<file path="config.mk">
export PLATFORM = sky130hd
export DESIGN_NAME = periodic_lattice_neighbor_address_top
export DESIGN_NICKNAME = d
export VERILOG_FILES = /design/src/design/plna_pkg.sv /design/src/design/periodic_lattice_neighbor_address_top.sv
export SDC_FILE = /design/constraint.sdc
export NUM_CORES = 2
export LEC_CHECK = 0
export CAP_MARGIN = 20
export CORE_MARGIN = 5
export CORE_UTILIZATION = 45
export CTS_BUF_LIST = sky130_fd_sc_hd__clkbuf_4 sky130_fd_sc_hd__clkbuf_8
export DETAILED_ROUTE_END_ITERATION = 7
export DONT_BUFFER_PORTS = 1
export PLACE_DENSITY = 0.68
export SYNTH_ARGS = -nofsm -noshare
export SYNTH_HDL_FRONTEND = slang
export SYNTH_SLANG_ARGS = --single-unit
</file>
<file path="constraint.sdc">
create_clock -name clk -period 12.83 [get_ports clk]
set_input_delay 1.9245 -clock clk [delete_from_list [all_inputs] [get_ports clk]]
set_output_delay 1.9245 -clock clk [all_outputs]
set_load 0.005 [all_outputs]
</file>
<file path="src/design/plna_pkg.sv">
package plna_pkg;

  localparam int COORD_W = 6;
  localparam int CFG_W   = 7;
  localparam int IDX_W   = 2;
  localparam int ADDR_W  = 24;

  localparam logic [IDX_W-1:0] REG_SPATIAL_EXTENT  = 2'd0;
  localparam logic [IDX_W-1:0] REG_TEMPORAL_EXTENT = 2'd1;

  localparam logic [CFG_W-1:0] SPATIAL_EXTENT_RST  = 7'd8;
  localparam logic [CFG_W-1:0] TEMPORAL_EXTENT_RST = 7'd8;

endpackage

</file>
<file path="src/design/periodic_lattice_neighbor_address_top.sv">
// Throughput: one word per cycle; every stage holds its own valid bit, so a
// stalled output only stops the stages that are full behind it.
// Reset (rst_n low, synchronous): all valid bits clear, both extents return to 8.
module periodic_lattice_neighbor_address_top
  import plna_pkg::*;
#(
  parameter int MAX_EXTENT = 64
) (
  input  logic                clk,
  input  logic                rst_n,
  input  logic                in_valid,
  output logic                in_stall,
  input  logic [COORD_W-1:0]  in_coord_x,
  input  logic [COORD_W-1:0]  in_coord_y,
  input  logic [COORD_W-1:0]  in_coord_z,
  input  logic [COORD_W-1:0]  in_coord_t,
  output logic                out_valid,
  input  logic                out_stall,
  output logic [ADDR_W-1:0]   out_site_address,
  output logic [ADDR_W-1:0]   out_next_x,
  output logic [ADDR_W-1:0]   out_next_y,
  output logic [ADDR_W-1:0]   out_next_z,
  output logic [ADDR_W-1:0]   out_next_t,
  output logic [ADDR_W-1:0]   out_prev_x,
  output logic [ADDR_W-1:0]   out_prev_y,
  output logic [ADDR_W-1:0]   out_prev_z,
  output logic [ADDR_W-1:0]   out_prev_t,
  output logic                out_coord_error,
  input  logic                cfg_valid,
  output logic                cfg_ready,
  input  logic [IDX_W-1:0]    cfg_index,
  input  logic [CFG_W-1:0]    cfg_data
);

  localparam int EW     = $clog2(MAX_EXTENT + 1);
  localparam int CMP_W  = (EW > CFG_W) ? EW : CFG_W;
  localparam int PY_W   = EW + CFG_W;
  localparam int NS2_W  = 2 * EW;
  localparam int NS3_W  = (3 * EW > ADDR_W) ? ADDR_W : 3 * EW;
  localparam int PZ_W   = (NS2_W + CFG_W > ADDR_W) ? ADDR_W : NS2_W + CFG_W;
  localparam int PT_W   = (NS3_W + CFG_W > ADDR_W) ? ADDR_W : NS3_W + CFG_W;

  function automatic logic [EW-1:0] clamp_ext(input logic [CFG_W-1:0] e);
    logic [CMP_W-1:0] ec;
    logic [CMP_W-1:0] mc;
    ec = CMP_W'(e);
    mc = CMP_W'(MAX_EXTENT);
    return (ec > mc) ? EW'(mc) : EW'(ec);
  endfunction

  function automatic logic [CFG_W-1:0] wrap_up(input logic [COORD_W-1:0] c,
                                               input logic [EW-1:0] n);
    logic [CMP_W-1:0] c1;
    c1 = CMP_W'(c) + 1'b1;
    return (c1 == CMP_W'(n)) ? '0 : CFG_W'(c1);
  endfunction

  function automatic logic [CFG_W-1:0] wrap_down(input logic [COORD_W-1:0] c,
                                                 input logic [EW-1:0] n);
    return (c == '0) ? CFG_W'(n - 1'b1) : CFG_W'(c) - 1'b1;
  endfunction

  // configuration
  logic [CFG_W-1:0] spatial_extent_r, temporal_extent_r;

  assign cfg_ready = 1'b1;

  always_ff @(posedge clk) begin
    if (!rst_n) begin
      spatial_extent_r  <= SPATIAL_EXTENT_RST;
      temporal_extent_r <= TEMPORAL_EXTENT_RST;
    end else if (cfg_valid && cfg_ready) begin
      unique case (cfg_index)
        REG_SPATIAL_EXTENT:  spatial_extent_r  <= cfg_data;
        REG_TEMPORAL_EXTENT: temporal_extent_r <= cfg_data;
        default: ;
      endcase
    end
  end

  // stage control
  logic s1_v_r, s2_v_r, s3_v_r, s4_v_r, s5_v_r;
  logic rdy1, rdy2, rdy3, rdy4, rdy5;

  assign rdy5     = !s5_v_r || !out_stall;
  assign rdy4     = !s4_v_r || rdy5;
  assign rdy3     = !s3_v_r || rdy4;
  assign rdy2     = !s2_v_r || rdy3;
  assign rdy1     = !s1_v_r || rdy2;
  assign in_stall = !rdy1;

  always_ff @(posedge clk) begin
    if (!rst_n) begin
      s1_v_r <= 1'b0;
      s2_v_r <= 1'b0;
      s3_v_r <= 1'b0;
      s4_v_r <= 1'b0;
      s5_v_r <= 1'b0;
    end else begin
      if (rdy1) s1_v_r <= in_valid;
      if (rdy2) s2_v_r <= s1_v_r;
      if (rdy3) s3_v_r <= s2_v_r;
      if (rdy4) s4_v_r <= s3_v_r;
      if (rdy5) s5_v_r <= s4_v_r;
    end
  end

  // stage 1: range check and wrapped coordinates
  logic [EW-1:0] ns_nxt, nt_nxt;
  logic          err_nxt;

  assign ns_nxt  = clamp_ext(spatial_extent_r);
  assign nt_nxt  = clamp_ext(temporal_extent_r);
  assign err_nxt = (CMP_W'(in_coord_x) >= CMP_W'(ns_nxt)) ||
                   (CMP_W'(in_coord_y) >= CMP_W'(ns_nxt)) ||
                   (CMP_W'(in_coord_z) >= CMP_W'(ns_nxt)) ||
                   (CMP_W'(in_coord_t) >= CMP_W'(nt_nxt));

  logic [EW-1:0]    s1_ns_r;
  logic             s1_err_r;
  logic [CFG_W-1:0] s1_x_r, s1_xu_r, s1_xd_r, s1_y_r, s1_yu_r, s1_yd_r;
  logic [CFG_W-1:0] s1_z_r, s1_zu_r, s1_zd_r, s1_t_r, s1_tu_r, s1_td_r;

  always_ff @(posedge clk) begin
    if (rdy1) begin
      s1_ns_r  <= ns_nxt;
      s1_err_r <= err_nxt;
      s1_x_r   <= CFG_W'(in_coord_x);
      s1_y_r   <= CFG_W'(in_coord_y);
      s1_z_r   <= CFG_W'(in_coord_z);
      s1_t_r   <= CFG_W'(in_coord_t);
      s1_xu_r  <= wrap_up(in_coord_x, ns_nxt);
      s1_yu_r  <= wrap_up(in_coord_y, ns_nxt);
      s1_zu_r  <= wrap_up(in_coord_z, ns_nxt);
      s1_tu_r  <= wrap_up(in_coord_t, nt_nxt);
      s1_xd_r  <= wrap_down(in_coord_x, ns_nxt);
      s1_yd_r  <= wrap_down(in_coord_y, ns_nxt);
      s1_zd_r  <= wrap_down(in_coord_z, ns_nxt);
      s1_td_r  <= wrap_down(in_coord_t, nt_nxt);
    end
  end

  // stage 2: ns squared and y strides
  logic [NS2_W-1:0] ns2_nxt;
  logic [PY_W-1:0]  py_nxt, pyu_nxt, pyd_nxt;

  assign ns2_nxt = NS2_W'(s1_ns_r) * NS2_W'(s1_ns_r);
  assign py_nxt  = PY_W'(s1_ns_r) * PY_W'(s1_y_r);
  assign pyu_nxt = PY_W'(s1_ns_r) * PY_W'(s1_yu_r);
  assign pyd_nxt = PY_W'(s1_ns_r) * PY_W'(s1_yd_r);

  logic [EW-1:0]    s2_ns_r;
  logic [NS2_W-1:0] s2_ns2_r;
  logic [PY_W-1:0]  s2_py_r, s2_pyu_r, s2_pyd_r;
  logic             s2_err_r;
  logic [CFG_W-1:0] s2_x_r, s2_xu_r, s2_xd_r, s2_z_r, s2_zu_r, s2_zd_r;
  logic [CFG_W-1:0] s2_t_r, s2_tu_r, s2_td_r;

  always_ff @(posedge clk) begin
    if (rdy2) begin
      s2_ns_r  <= s1_ns_r;
      s2_ns2_r <= ns2_nxt;
      s2_py_r  <= py_nxt;
      s2_pyu_r <= pyu_nxt;
      s2_pyd_r <= pyd_nxt;
      s2_err_r <= s1_err_r;
      s2_x_r   <= s1_x_r;
      s2_xu_r  <= s1_xu_r;
      s2_xd_r  <= s1_xd_r;
      s2_z_r   <= s1_z_r;
      s2_zu_r  <= s1_zu_r;
      s2_zd_r  <= s1_zd_r;
      s2_t_r   <= s1_t_r;
      s2_tu_r  <= s1_tu_r;
      s2_td_r  <= s1_td_r;
    end
  end

  // stage 3: ns cubed and z strides
  logic [NS2_W+EW-1:0]    ns3_full;
  logic [NS2_W+CFG_W-1:0] pz_full, pzu_full, pzd_full;

  assign ns3_full = (NS2_W+EW)'(s2_ns2_r) * (NS2_W+EW)'(s2_ns_r);
  assign pz_full  = (NS2_W+CFG_W)'(s2_ns2_r) * (NS2_W+CFG_W)'(s2_z_r);
  assign pzu_full = (NS2_W+CFG_W)'(s2_ns2_r) * (NS2_W+CFG_W)'(s2_zu_r);
  assign pzd_full = (NS2_W+CFG_W)'(s2_ns2_r) * (NS2_W+CFG_W)'(s2_zd_r);

  logic [NS3_W-1:0] s3_ns3_r;
  logic [PZ_W-1:0]  s3_pz_r, s3_pzu_r, s3_pzd_r;
  logic [PY_W-1:0]  s3_py_r, s3_pyu_r, s3_pyd_r;
  logic             s3_err_r;
  logic [CFG_W-1:0] s3_x_r, s3_xu_r, s3_xd_r, s3_t_r, s3_tu_r, s3_td_r;

  always_ff @(posedge clk) begin
    if (rdy3) begin
      s3_ns3_r <= NS3_W'(ns3_full);
      s3_pz_r  <= PZ_W'(pz_full);
      s3_pzu_r <= PZ_W'(pzu_full);
      s3_pzd_r <= PZ_W'(pzd_full);
      s3_py_r  <= s2_py_r;
      s3_pyu_r <= s2_pyu_r;
      s3_pyd_r <= s2_pyd_r;
      s3_err_r <= s2_err_r;
      s3_x_r   <= s2_x_r;
      s3_xu_r  <= s2_xu_r;
      s3_xd_r  <= s2_xd_r;
      s3_t_r   <= s2_t_r;
      s3_tu_r  <= s2_tu_r;
      s3_td_r  <= s2_td_r;
    end
  end

  // stage 4: t strides and partial sums over x, y, z
  logic [NS3_W+CFG_W-1:0] pt_full, ptu_full, ptd_full;
  logic [ADDR_W-1:0]      ax, ay, az, ayu, ayd, azu, azd;

  assign pt_full  = (NS3_W+CFG_W)'(s3_ns3_r) * (NS3_W+CFG_W)'(s3_t_r);
  assign ptu_full = (NS3_W+CFG_W)'(s3_ns3_r) * (NS3_W+CFG_W)'(s3_tu_r);
  assign ptd_full = (NS3_W+CFG_W)'(s3_ns3_r) * (NS3_W+CFG_W)'(s3_td_r);
  assign ax       = ADDR_W'(s3_x_r);
  assign ay       = ADDR_W'(s3_py_r);
  assign az       = ADDR_W'(s3_pz_r);
  assign ayu      = ADDR_W'(s3_pyu_r);
  assign ayd      = ADDR_W'(s3_pyd_r);
  assign azu      = ADDR_W'(s3_pzu_r);
  assign azd      = ADDR_W'(s3_pzd_r);

  logic [ADDR_W-1:0] s4_pt_r, s4_ptu_r, s4_ptd_r;
  logic [ADDR_W-1:0] s4_q_r, s4_qxu_r, s4_qxd_r, s4_qyu_r, s4_qyd_r, s4_qzu_r, s4_qzd_r;
  logic              s4_err_r;

  always_ff @(posedge clk) begin
    if (rdy4) begin
      s4_pt_r  <= ADDR_W'(PT_W'(pt_full));
      s4_ptu_r <= ADDR_W'(PT_W'(ptu_full));
      s4_ptd_r <= ADDR_W'(PT_W'(ptd_full));
      s4_q_r   <= ax + ay + az;
      s4_qxu_r <= ADDR_W'(s3_xu_r) + ay + az;
      s4_qxd_r <= ADDR_W'(s3_xd_r) + ay + az;
      s4_qyu_r <= ax + ayu + az;
      s4_qyd_r <= ax + ayd + az;
      s4_qzu_r <= ax + ay + azu;
      s4_qzd_r <= ax + ay + azd;
      s4_err_r <= s3_err_r;
    end
  end

  // stage 5: final sums, zeroed on error
  logic [ADDR_W-1:0] site_r, next_x_r, next_y_r, next_z_r, next_t_r;
  logic [ADDR_W-1:0] prev_x_r, prev_y_r, prev_z_r, prev_t_r;
  logic              err_r;
  logic [ADDR_W-1:0] keep;

  assign keep = {ADDR_W{!s4_err_r}};

  always_ff @(posedge clk) begin
    if (rdy5) begin
      site_r   <= keep & (s4_q_r   + s4_pt_r);
      next_x_r <= keep & (s4_qxu_r + s4_pt_r);
      next_y_r <= keep & (s4_qyu_r + s4_pt_r);
      next_z_r <= keep & (s4_qzu_r + s4_pt_r);
      next_t_r <= keep & (s4_q_r   + s4_ptu_r);
      prev_x_r <= keep & (s4_qxd_r + s4_pt_r);
      prev_y_r <= keep & (s4_qyd_r + s4_pt_r);
      prev_z_r <= keep & (s4_qzd_r + s4_pt_r);
      prev_t_r <= keep & (s4_q_r   + s4_ptd_r);
      err_r    <= s4_err_r;
    end
  end

  assign out_valid        = s5_v_r;
  assign out_site_address = site_r;
  assign out_next_x       = next_x_r;
  assign out_next_y       = next_y_r;
  assign out_next_z       = next_z_r;
  assign out_next_t       = next_t_r;
  assign out_prev_x       = prev_x_r;
  assign out_prev_y       = prev_y_r;
  assign out_prev_z       = prev_z_r;
  assign out_prev_t       = prev_t_r;
  assign out_coord_error  = err_r;

  a_err_zero: assert property (@(posedge clk) disable iff (!rst_n)
    (out_valid && out_coord_error) |->
      (out_site_address == '0 && out_next_x == '0 && out_next_t == '0 &&
       out_prev_x == '0 && out_prev_t == '0))
    else $error("error word carries a non-zero address");

  a_reset_empty: assert property (@(posedge clk)
    !rst_n |=> (!out_valid && !s1_v_r && !s4_v_r))
    else $error("pipeline not empty after reset");

  a_stall_hold: assert property (@(posedge clk) disable iff (!rst_n)
    (s4_v_r && s5_v_r && out_stall) |=> s4_v_r)
    else $error("word lost behind a stalled output");

  a_in_stall_full: assert property (@(posedge clk) disable iff (!rst_n)
    in_stall |-> (s1_v_r && s2_v_r && s3_v_r && s4_v_r && s5_v_r))
    else $error("input stalled with a free stage");

endmodule

</file>
; Word-level counts from Yosys, hierarchy flattened
; Index checks and enable logic that the tools add are counted.
[totals]
reg_bits = 856
latch_bits = 0
ram_bits = 0
mem_bits_ro = 0
inputBits = 38
out_inout_bits = 220
wordCells = 162
memories = 0
[classes]
add_sub_neg = 31
mul = 11
n_div = 0
magnitude_cmp = 6
eq_ne = 5
n_shift = 0
n_mux = 6
bitwise_logic = 9
n_reduce_logical = 23
[ops]
columns = operator, count
row1 = 24-bit adder, 9
row2 = 24-bit AND, 9
row3 = 15-bit by 21-bit adder with 22-bit output, 5
row4 = 14-bit by 7-bit multiplier with 21-bit output, 3
row5 = 24-bit by 21-bit adder with 24-bit output, 2
row6 = 21-bit by 7-bit multiplier with 24-bit output, 2
row7 = 6-bit by 14-bit adder with 15-bit output, 3
row8 = 7-bit by 7-bit multiplier with 14-bit output, 3
row9 = 7-bit 2-to-1 mux, 6
row10 = 7-bit by 14-bit adder with 15-bit output, 2
row11 = "6-bit by 1-bit adder with 7-bit output, second input constant", 4
row12 = 7-bit == test, 4
row13 = 6-bit by 7-bit greater-or-equal comparator with 1-bit output, 4
row14 = "6-bit by 1-bit subtractor with 7-bit output, second input constant", 4
row15 = 6-bit zero test, 4
row16 = 21-bit by 6-bit multiplier with 24-bit output, 1
row17 = 14-bit by 6-bit multiplier with 20-bit output, 1
row18 = "7-bit > comparator, second input constant", 2
row19 = "7-bit by 1-bit subtractor with 7-bit output, second input constant", 2
row20 = 7-bit by 6-bit multiplier with 13-bit output, 1
row21 = 1-bit zero test, 8
row22 = 1-bit logical OR, 8
row23 = 2-bit AND reduction, 2
row24 = "2-bit by 1-bit == test with 1-bit output, second input constant", 1
row25 = 2-bit zero test, 1

; Logic depth before layout (Yosys ltp)
[logic_depth]
ltp_word = 7
depth_mapped = 20
mapped_depth_nobuf = 18

; Least setup slack after synthesis
; Ideal clock, no wire load.
[synth_timing]
path_kind = input -> register
start = input out_stall
end = register err_r, in the netlist out_coord_error (enable)
setup_ns = 1.705
arrival_ns = 5.399
required_time_ns = 11.125
setup_slack_ns = 5.726
path_stages = 1
path_buffers = 0
cell_sequence = nand2_1
[synth_via]
elab_chain_len = 2
[synth_rtl]
columns = item, line
row1 = "start, declared", periodic_lattice_neighbor_address_top.sv:18  ; input logic out_stall,
row2 = 1-bit zero test, periodic_lattice_neighbor_address_top.sv:85  ; assign rdy5 = !s5_v_r || !out_stall;
row3 = 1-bit logical OR, periodic_lattice_neighbor_address_top.sv:85
row4 = "end signal, assigned", periodic_lattice_neighbor_address_top.sv:267  ; err_r <= s4_err_r;
row5 = "end, declared", periodic_lattice_neighbor_address_top.sv:251  ; logic err_r;
; No other way between the ends.
; A chain may end at the register's enable or synchronous reset.

; Final worst setup path
[layout_timing]
start = register s3_td_r[2]
end = register s4_ptd_r[22], data pin
[layout_via]
elab_chain_len = 1
[layout_rtl]
columns = item, line
row1 = "start, declared", periodic_lattice_neighbor_address_top.sv:192  ; logic [CFG_W-1:0] s3_x_r, s3_xu_r, s3_xd_r, s3_t_r, s3_tu_r, s3_td_r;
row2 = "start signal, assigned", periodic_lattice_neighbor_address_top.sv:209  ; s3_td_r <= s2_td_r;
row3 = 21-bit by 7-bit multiplier with 24-bit output, periodic_lattice_neighbor_address_top.sv:219  ; assign ptd_full = (NS3_W+CFG_W)'(s3_ns3_r) * (NS3_W+CFG_W)'(s3_td_r);
row4 = net ptd_full[22], periodic_lattice_neighbor_address_top.sv:214  ; logic [NS3_W+CFG_W-1:0] pt_full, ptu_full, ptd_full;
row5 = "end signal, assigned", periodic_lattice_neighbor_address_top.sv:236  ; s4_ptd_r <= ADDR_W'(PT_W'(ptd_full));
row6 = "end, declared", periodic_lattice_neighbor_address_top.sv:228  ; logic [ADDR_W-1:0] s4_pt_r, s4_ptu_r, s4_ptd_r;
; The timed path passes the listed nets, and every way through them passes these cells.

==> results.md <==
* Status: complete, no violations
* Slew Limit Fails at 0
* P_leak at ~35 nW
* Crit path cell chain: and2_1 > fa_1 > inv_1 > fa_1 > inv_1 > fa_1 > inv_1 > fa_1 > inv_1 > ha_1 > nand2_1 > o21ai_0 > o41ai_1 > o31a_1 > a21oi_1 > a211o_1 > a21oi_1 > xnor2_1
* Clk_skew at about 66 ps
* First-pass GRT wire length at between 200,000 and 300,000 um
* Pre-antenna DRT Iters at 6
* Worst path buffer plus inverter count at 4
* Slew Limit Headroom at 0.331
* Max Cap Viol at 0
* Synth cell types at between 100 and 150
* Ys async rst share at 0
* H-tree level count at 4
* Hold Crit Endpoint: s3_tu_r[2]
* Reg2reg end: s4_ptd_r[22]
* Post-CTS Hold Fix Bufs at 0
* Clock Tree Buf Depth at 3
* Pwr Density at 145 nW/um^2
* Die H at approximately 400 um
* CTS Buf Count at 145
* Crit path max-delay family: adder cells
* Worst reg2reg path depth at 18
* Slowest CP cell: edfxtp_1
* Vias in the first global route at approximately 48,000
* Gr usage total at 0.218
* Final WS setup at 7250 ps
* Routability congestion estimate at 0.929
* Total grt overflow at 0
* WL final at ~180,000 um
* Post-Syn Nets at approximately 8,100
* Largest net degree at the start of global routing at 162
* Post-place setup slack at between 7000 and 8000 ps
* Peak VDD IR at 0.0961 mV
* Endpoints failing setup at 0
* Clk pin slew, worst setup/hold paths at roughly 70 ps
* Final hold violations at 0
* Hold_sp: s2_tu_r[2]
* RSZ-0062 raised after global routing: false
* R2r setup slk at 7250 ps
* Port Buf Inserts at 0
* Syn avg cell area at 10.5 um^2
* DRC at 0
* Die Span X at between 400 and 500 um
* Register bit count reported by yosys at 832
* Reg-to-Reg Start: s3_td_r[2]
* Row cnt at about 150
* Routed len/inst at between 20 and 25 um
* Setup TNS Final at 0 ps
* Die area at ~170,000 um^2
* Vias per inst at about 5.5
* Final nets at between 8,000 and 9,000
* Hold Crit Depth at 0
* HPWL after DPL at between 100,000 and 150,000 um
* Yosys warnings at 0
* EDFF count, synth at 813
* Critical Path Fanout Max at 21
* Seq/Total Area, Yosys at 0.350
* Clock Sinks at 832
* Element type at the critical path end: flop
* FILL cells at ~14,000
* Post-cts gate resize count at 0
* Critical path type: reg -> reg
* Top_reg_cell synth: edfxtp_1
* Worst-margin pin slew at ~1000 ps
* Via count at 48,691
* Critical Path RT at ~13,000 ps
* Arr. time, crit path at 6190 ps
* Mapped Area at between 70,000 and 80,000 um^2
* Fmax at between 150 and 200 MHz
* I/O pin total at 258
* DRT iter0 DRCs at just under 4,000
* Final min period at 5580 ps
* Core area at 156,000 um^2
* Initial antenna violation count at 3
* Setup Buffers After CTS at 0
* TritonCTS clock tree: built
* Crit share post-route at 0.435
* ANT nets after route at 0
* Max stage delay on crit path at 690 ps
* Clk_lat worst skew at between 800 and 900 ps
* Worst Hold Class: reg -> reg
* Syn Inst Count at roughly 6,700
* Synth-to-Final Area Change at 7.19%
* Initial Util at 0.454
* Crit start category: flop
* CTS root buf: clkbuf_8
* Share of layout cells above drive strength 1 at 0.0535
-- report_power, final --
group	switching, mW	internal [mW]
sequential	0.471	3.51
clock	1.19	1.34
combinational	2.71	1.82
-- synthesized netlist by cell type, drive strengths merged (16+ instances only) --
| master | count | area (um^2) |
|---|---|---|
| inv | 757 | 2840 |
| xnor2 | 316 | 2770 |
| and2 | 559 | 3500 |
| ha | 693 | 8670 |
| edfxtp | 813 | 24400 |
| nor3 | 119 | 606 |
| or2 | 27 | 169 |
| and3 | 60 | 375 |
| o21a | 62 | 465 |
| nor2b | 82 | 513 |
| fa | 583 | 11700 |
| o31ai | 25 | 215 |
| or3 | 48 | 305 |
| nand4 | 19 | 119 |
| a21oi | 304 | 1530 |
| o211ai | 24 | 185 |
| a21boi | 16 | 120 |
| a21o | 132 | 991 |
| nand3 | 93 | 465 |
| a31oi | 43 | 299 |
| nand2 | 566 | 2120 |
| clkbuf | 198 | 743 |
| mux2i | 34 | 340 |
| nor4 | 20 | 146 |
| dfxtp | 19 | 380 |
| a211oi | 61 | 473 |
| o21ai | 186 | 938 |
| xor2 | 156 | 1370 |
| nor2 | 416 | 1560 |
| o21bai | 62 | 465 |
| nand2b | 61 | 382 |
-- logic make-up (layout without fill, tap and decap cells) --
logic type | count (synthesis) | after routing | share of synthesized area
flip-flops | 832 | 832 | 0.350
other | 1 | 3 | 0.0000529
multiplexers | 40 | 40 | 0.00580
XOR/XNOR | 472 | 472 | 0.0584
AO/OA/AOI/OAI | 1043 | 1043 | 0.0980
adder cells (fa/ha/maj) | 1276 | 1276 | 0.287
AND/OR/NAND/NOR | 2113 | 2113 | 0.150
buffers and inverters | 970 | 1060 | 0.0516
-- layout by cell type (no fill, tap or decap), types with 23 or more instances in the layout --
master / n
xnor2_1: 316
or2_2: 26
nand3_1: 92
o21bai_1: 62
inv_1: 754
and3_1: 60
clkinv_1: 23
clkbuf_4: 25
fa_1: 583
nor3_1: 117
clkbuf_8: 146
o31ai_1: 23
or3_1: 47
xor2_1: 155
edfxtp_1: 813
ha_1: 693
o21ai_0: 171
clkinv_2: 38
nand2b_1: 61
nand2_1: 564
a21o_1: 132
mux2i_1: 34
buf_4: 37
o21a_1: 62
nor2b_1: 82
a21oi_1: 302
nor2_1: 416
o211ai_1: 23
a31oi_1: 41
and2_1: 559
a211oi_1: 58
-- area by class of cell --
type / instances / area, um^2 / share of cell area
Antenna cell: 2 / 5.00 / 0.0000658
Clock buffer: 171 / 2200 / 0.0289
Clock inverter: 90 / 749 / 0.00986
Inverter: 758 / 2860 / 0.0376
Multi-Input combinational cell: 4945 / 42500 / 0.559
Sequential cell: 832 / 24800 / 0.326
Tap cell: 2058 / 2570 / 0.0339
Timing Repair Buffer: 41 / 348 / 0.00457
-- flip-flops by register name, summed over array words and instances (netlist names), 21 cells and up --
name              cells
out_prev_z           24
out_next_x           24
out_site_address     24
s3_pzu_r             21
out_next_z           24
s4_qxd_r             21
s3_pzd_r             21
out_next_y           24
out_next_t           24
out_prev_x           24
s4_q_r               21
out_prev_y           24
out_prev_t           24
s4_ptu_r             24
s4_ptd_r             24
s3_ns3_r             21
s4_qyd_r             21
s4_qzu_r             22
s4_qzd_r             22
s4_pt_r              24
s4_qyu_r             21
s4_qxu_r             21
-- layer usage --
metal | global-route usage | wire, um
met2 | 0.336 | 79600
met5 | 0 | 0
met1 | 0.306 | 80600
met4 | 0.0864 | 7500
met3 | 0.0377 | 12200
-- metrics by stage --
| stage | hold WS, ps | area (um^2) | total power, mW | utilization | cells |
|---|---|---|---|---|---|
| 2_1_floorplan | 400 | 70900 | 7.12 | - | 6747 |
| 3_3_place_gp | 401 | 73100 | 8.38 | 0.467 | 8633 |
| 3_5_place_dp | 405 | 73100 | 8.48 | 0.467 | 8634 |
| 4_1_cts | 411 | 76000 | 11.1 | 0.486 | 8895 |
| 5_1_grt | 419 | 76000 | 11.8 | 0.486 | 8896 |
| 6_report | 403 | 76000 | 11.0 | 0.486 | 8897 |
-- worst max path at each step --
stage	depth (start not counted)	startpoint	end
3_5_place_dp	18	s3_td_r[1]	s4_ptd_r[22]
2_1_floorplan	1	out_stall	out_coord_error
4_1_cts	18	s3_td_r[1]	s4_ptd_r[22]
3_3_place_gp	18	s3_td_r[1]	s4_ptd_r[22]
6_report	18	s3_td_r[2]	s4_ptd_r[22]
5_1_grt	18	s3_td_r[1]	s4_ptd_r[22]
-- worst register-to-register path, stage by stage, from the launching register on --
cell and delay (ps):
edfxtp_1 690, and2_1 340, fa_1 500, inv_1 50, fa_1 530, inv_1 50
fa_1 470, inv_1 50, fa_1 470, inv_1 40, ha_1 320, nand2_1 70
o21ai_0 130, o41ai_1 620, o31a_1 300, a21oi_1 150, a211o_1 280, a21oi_1 180
xnor2_1 90
Note: power is estimated with default switching activity, not from simulation.
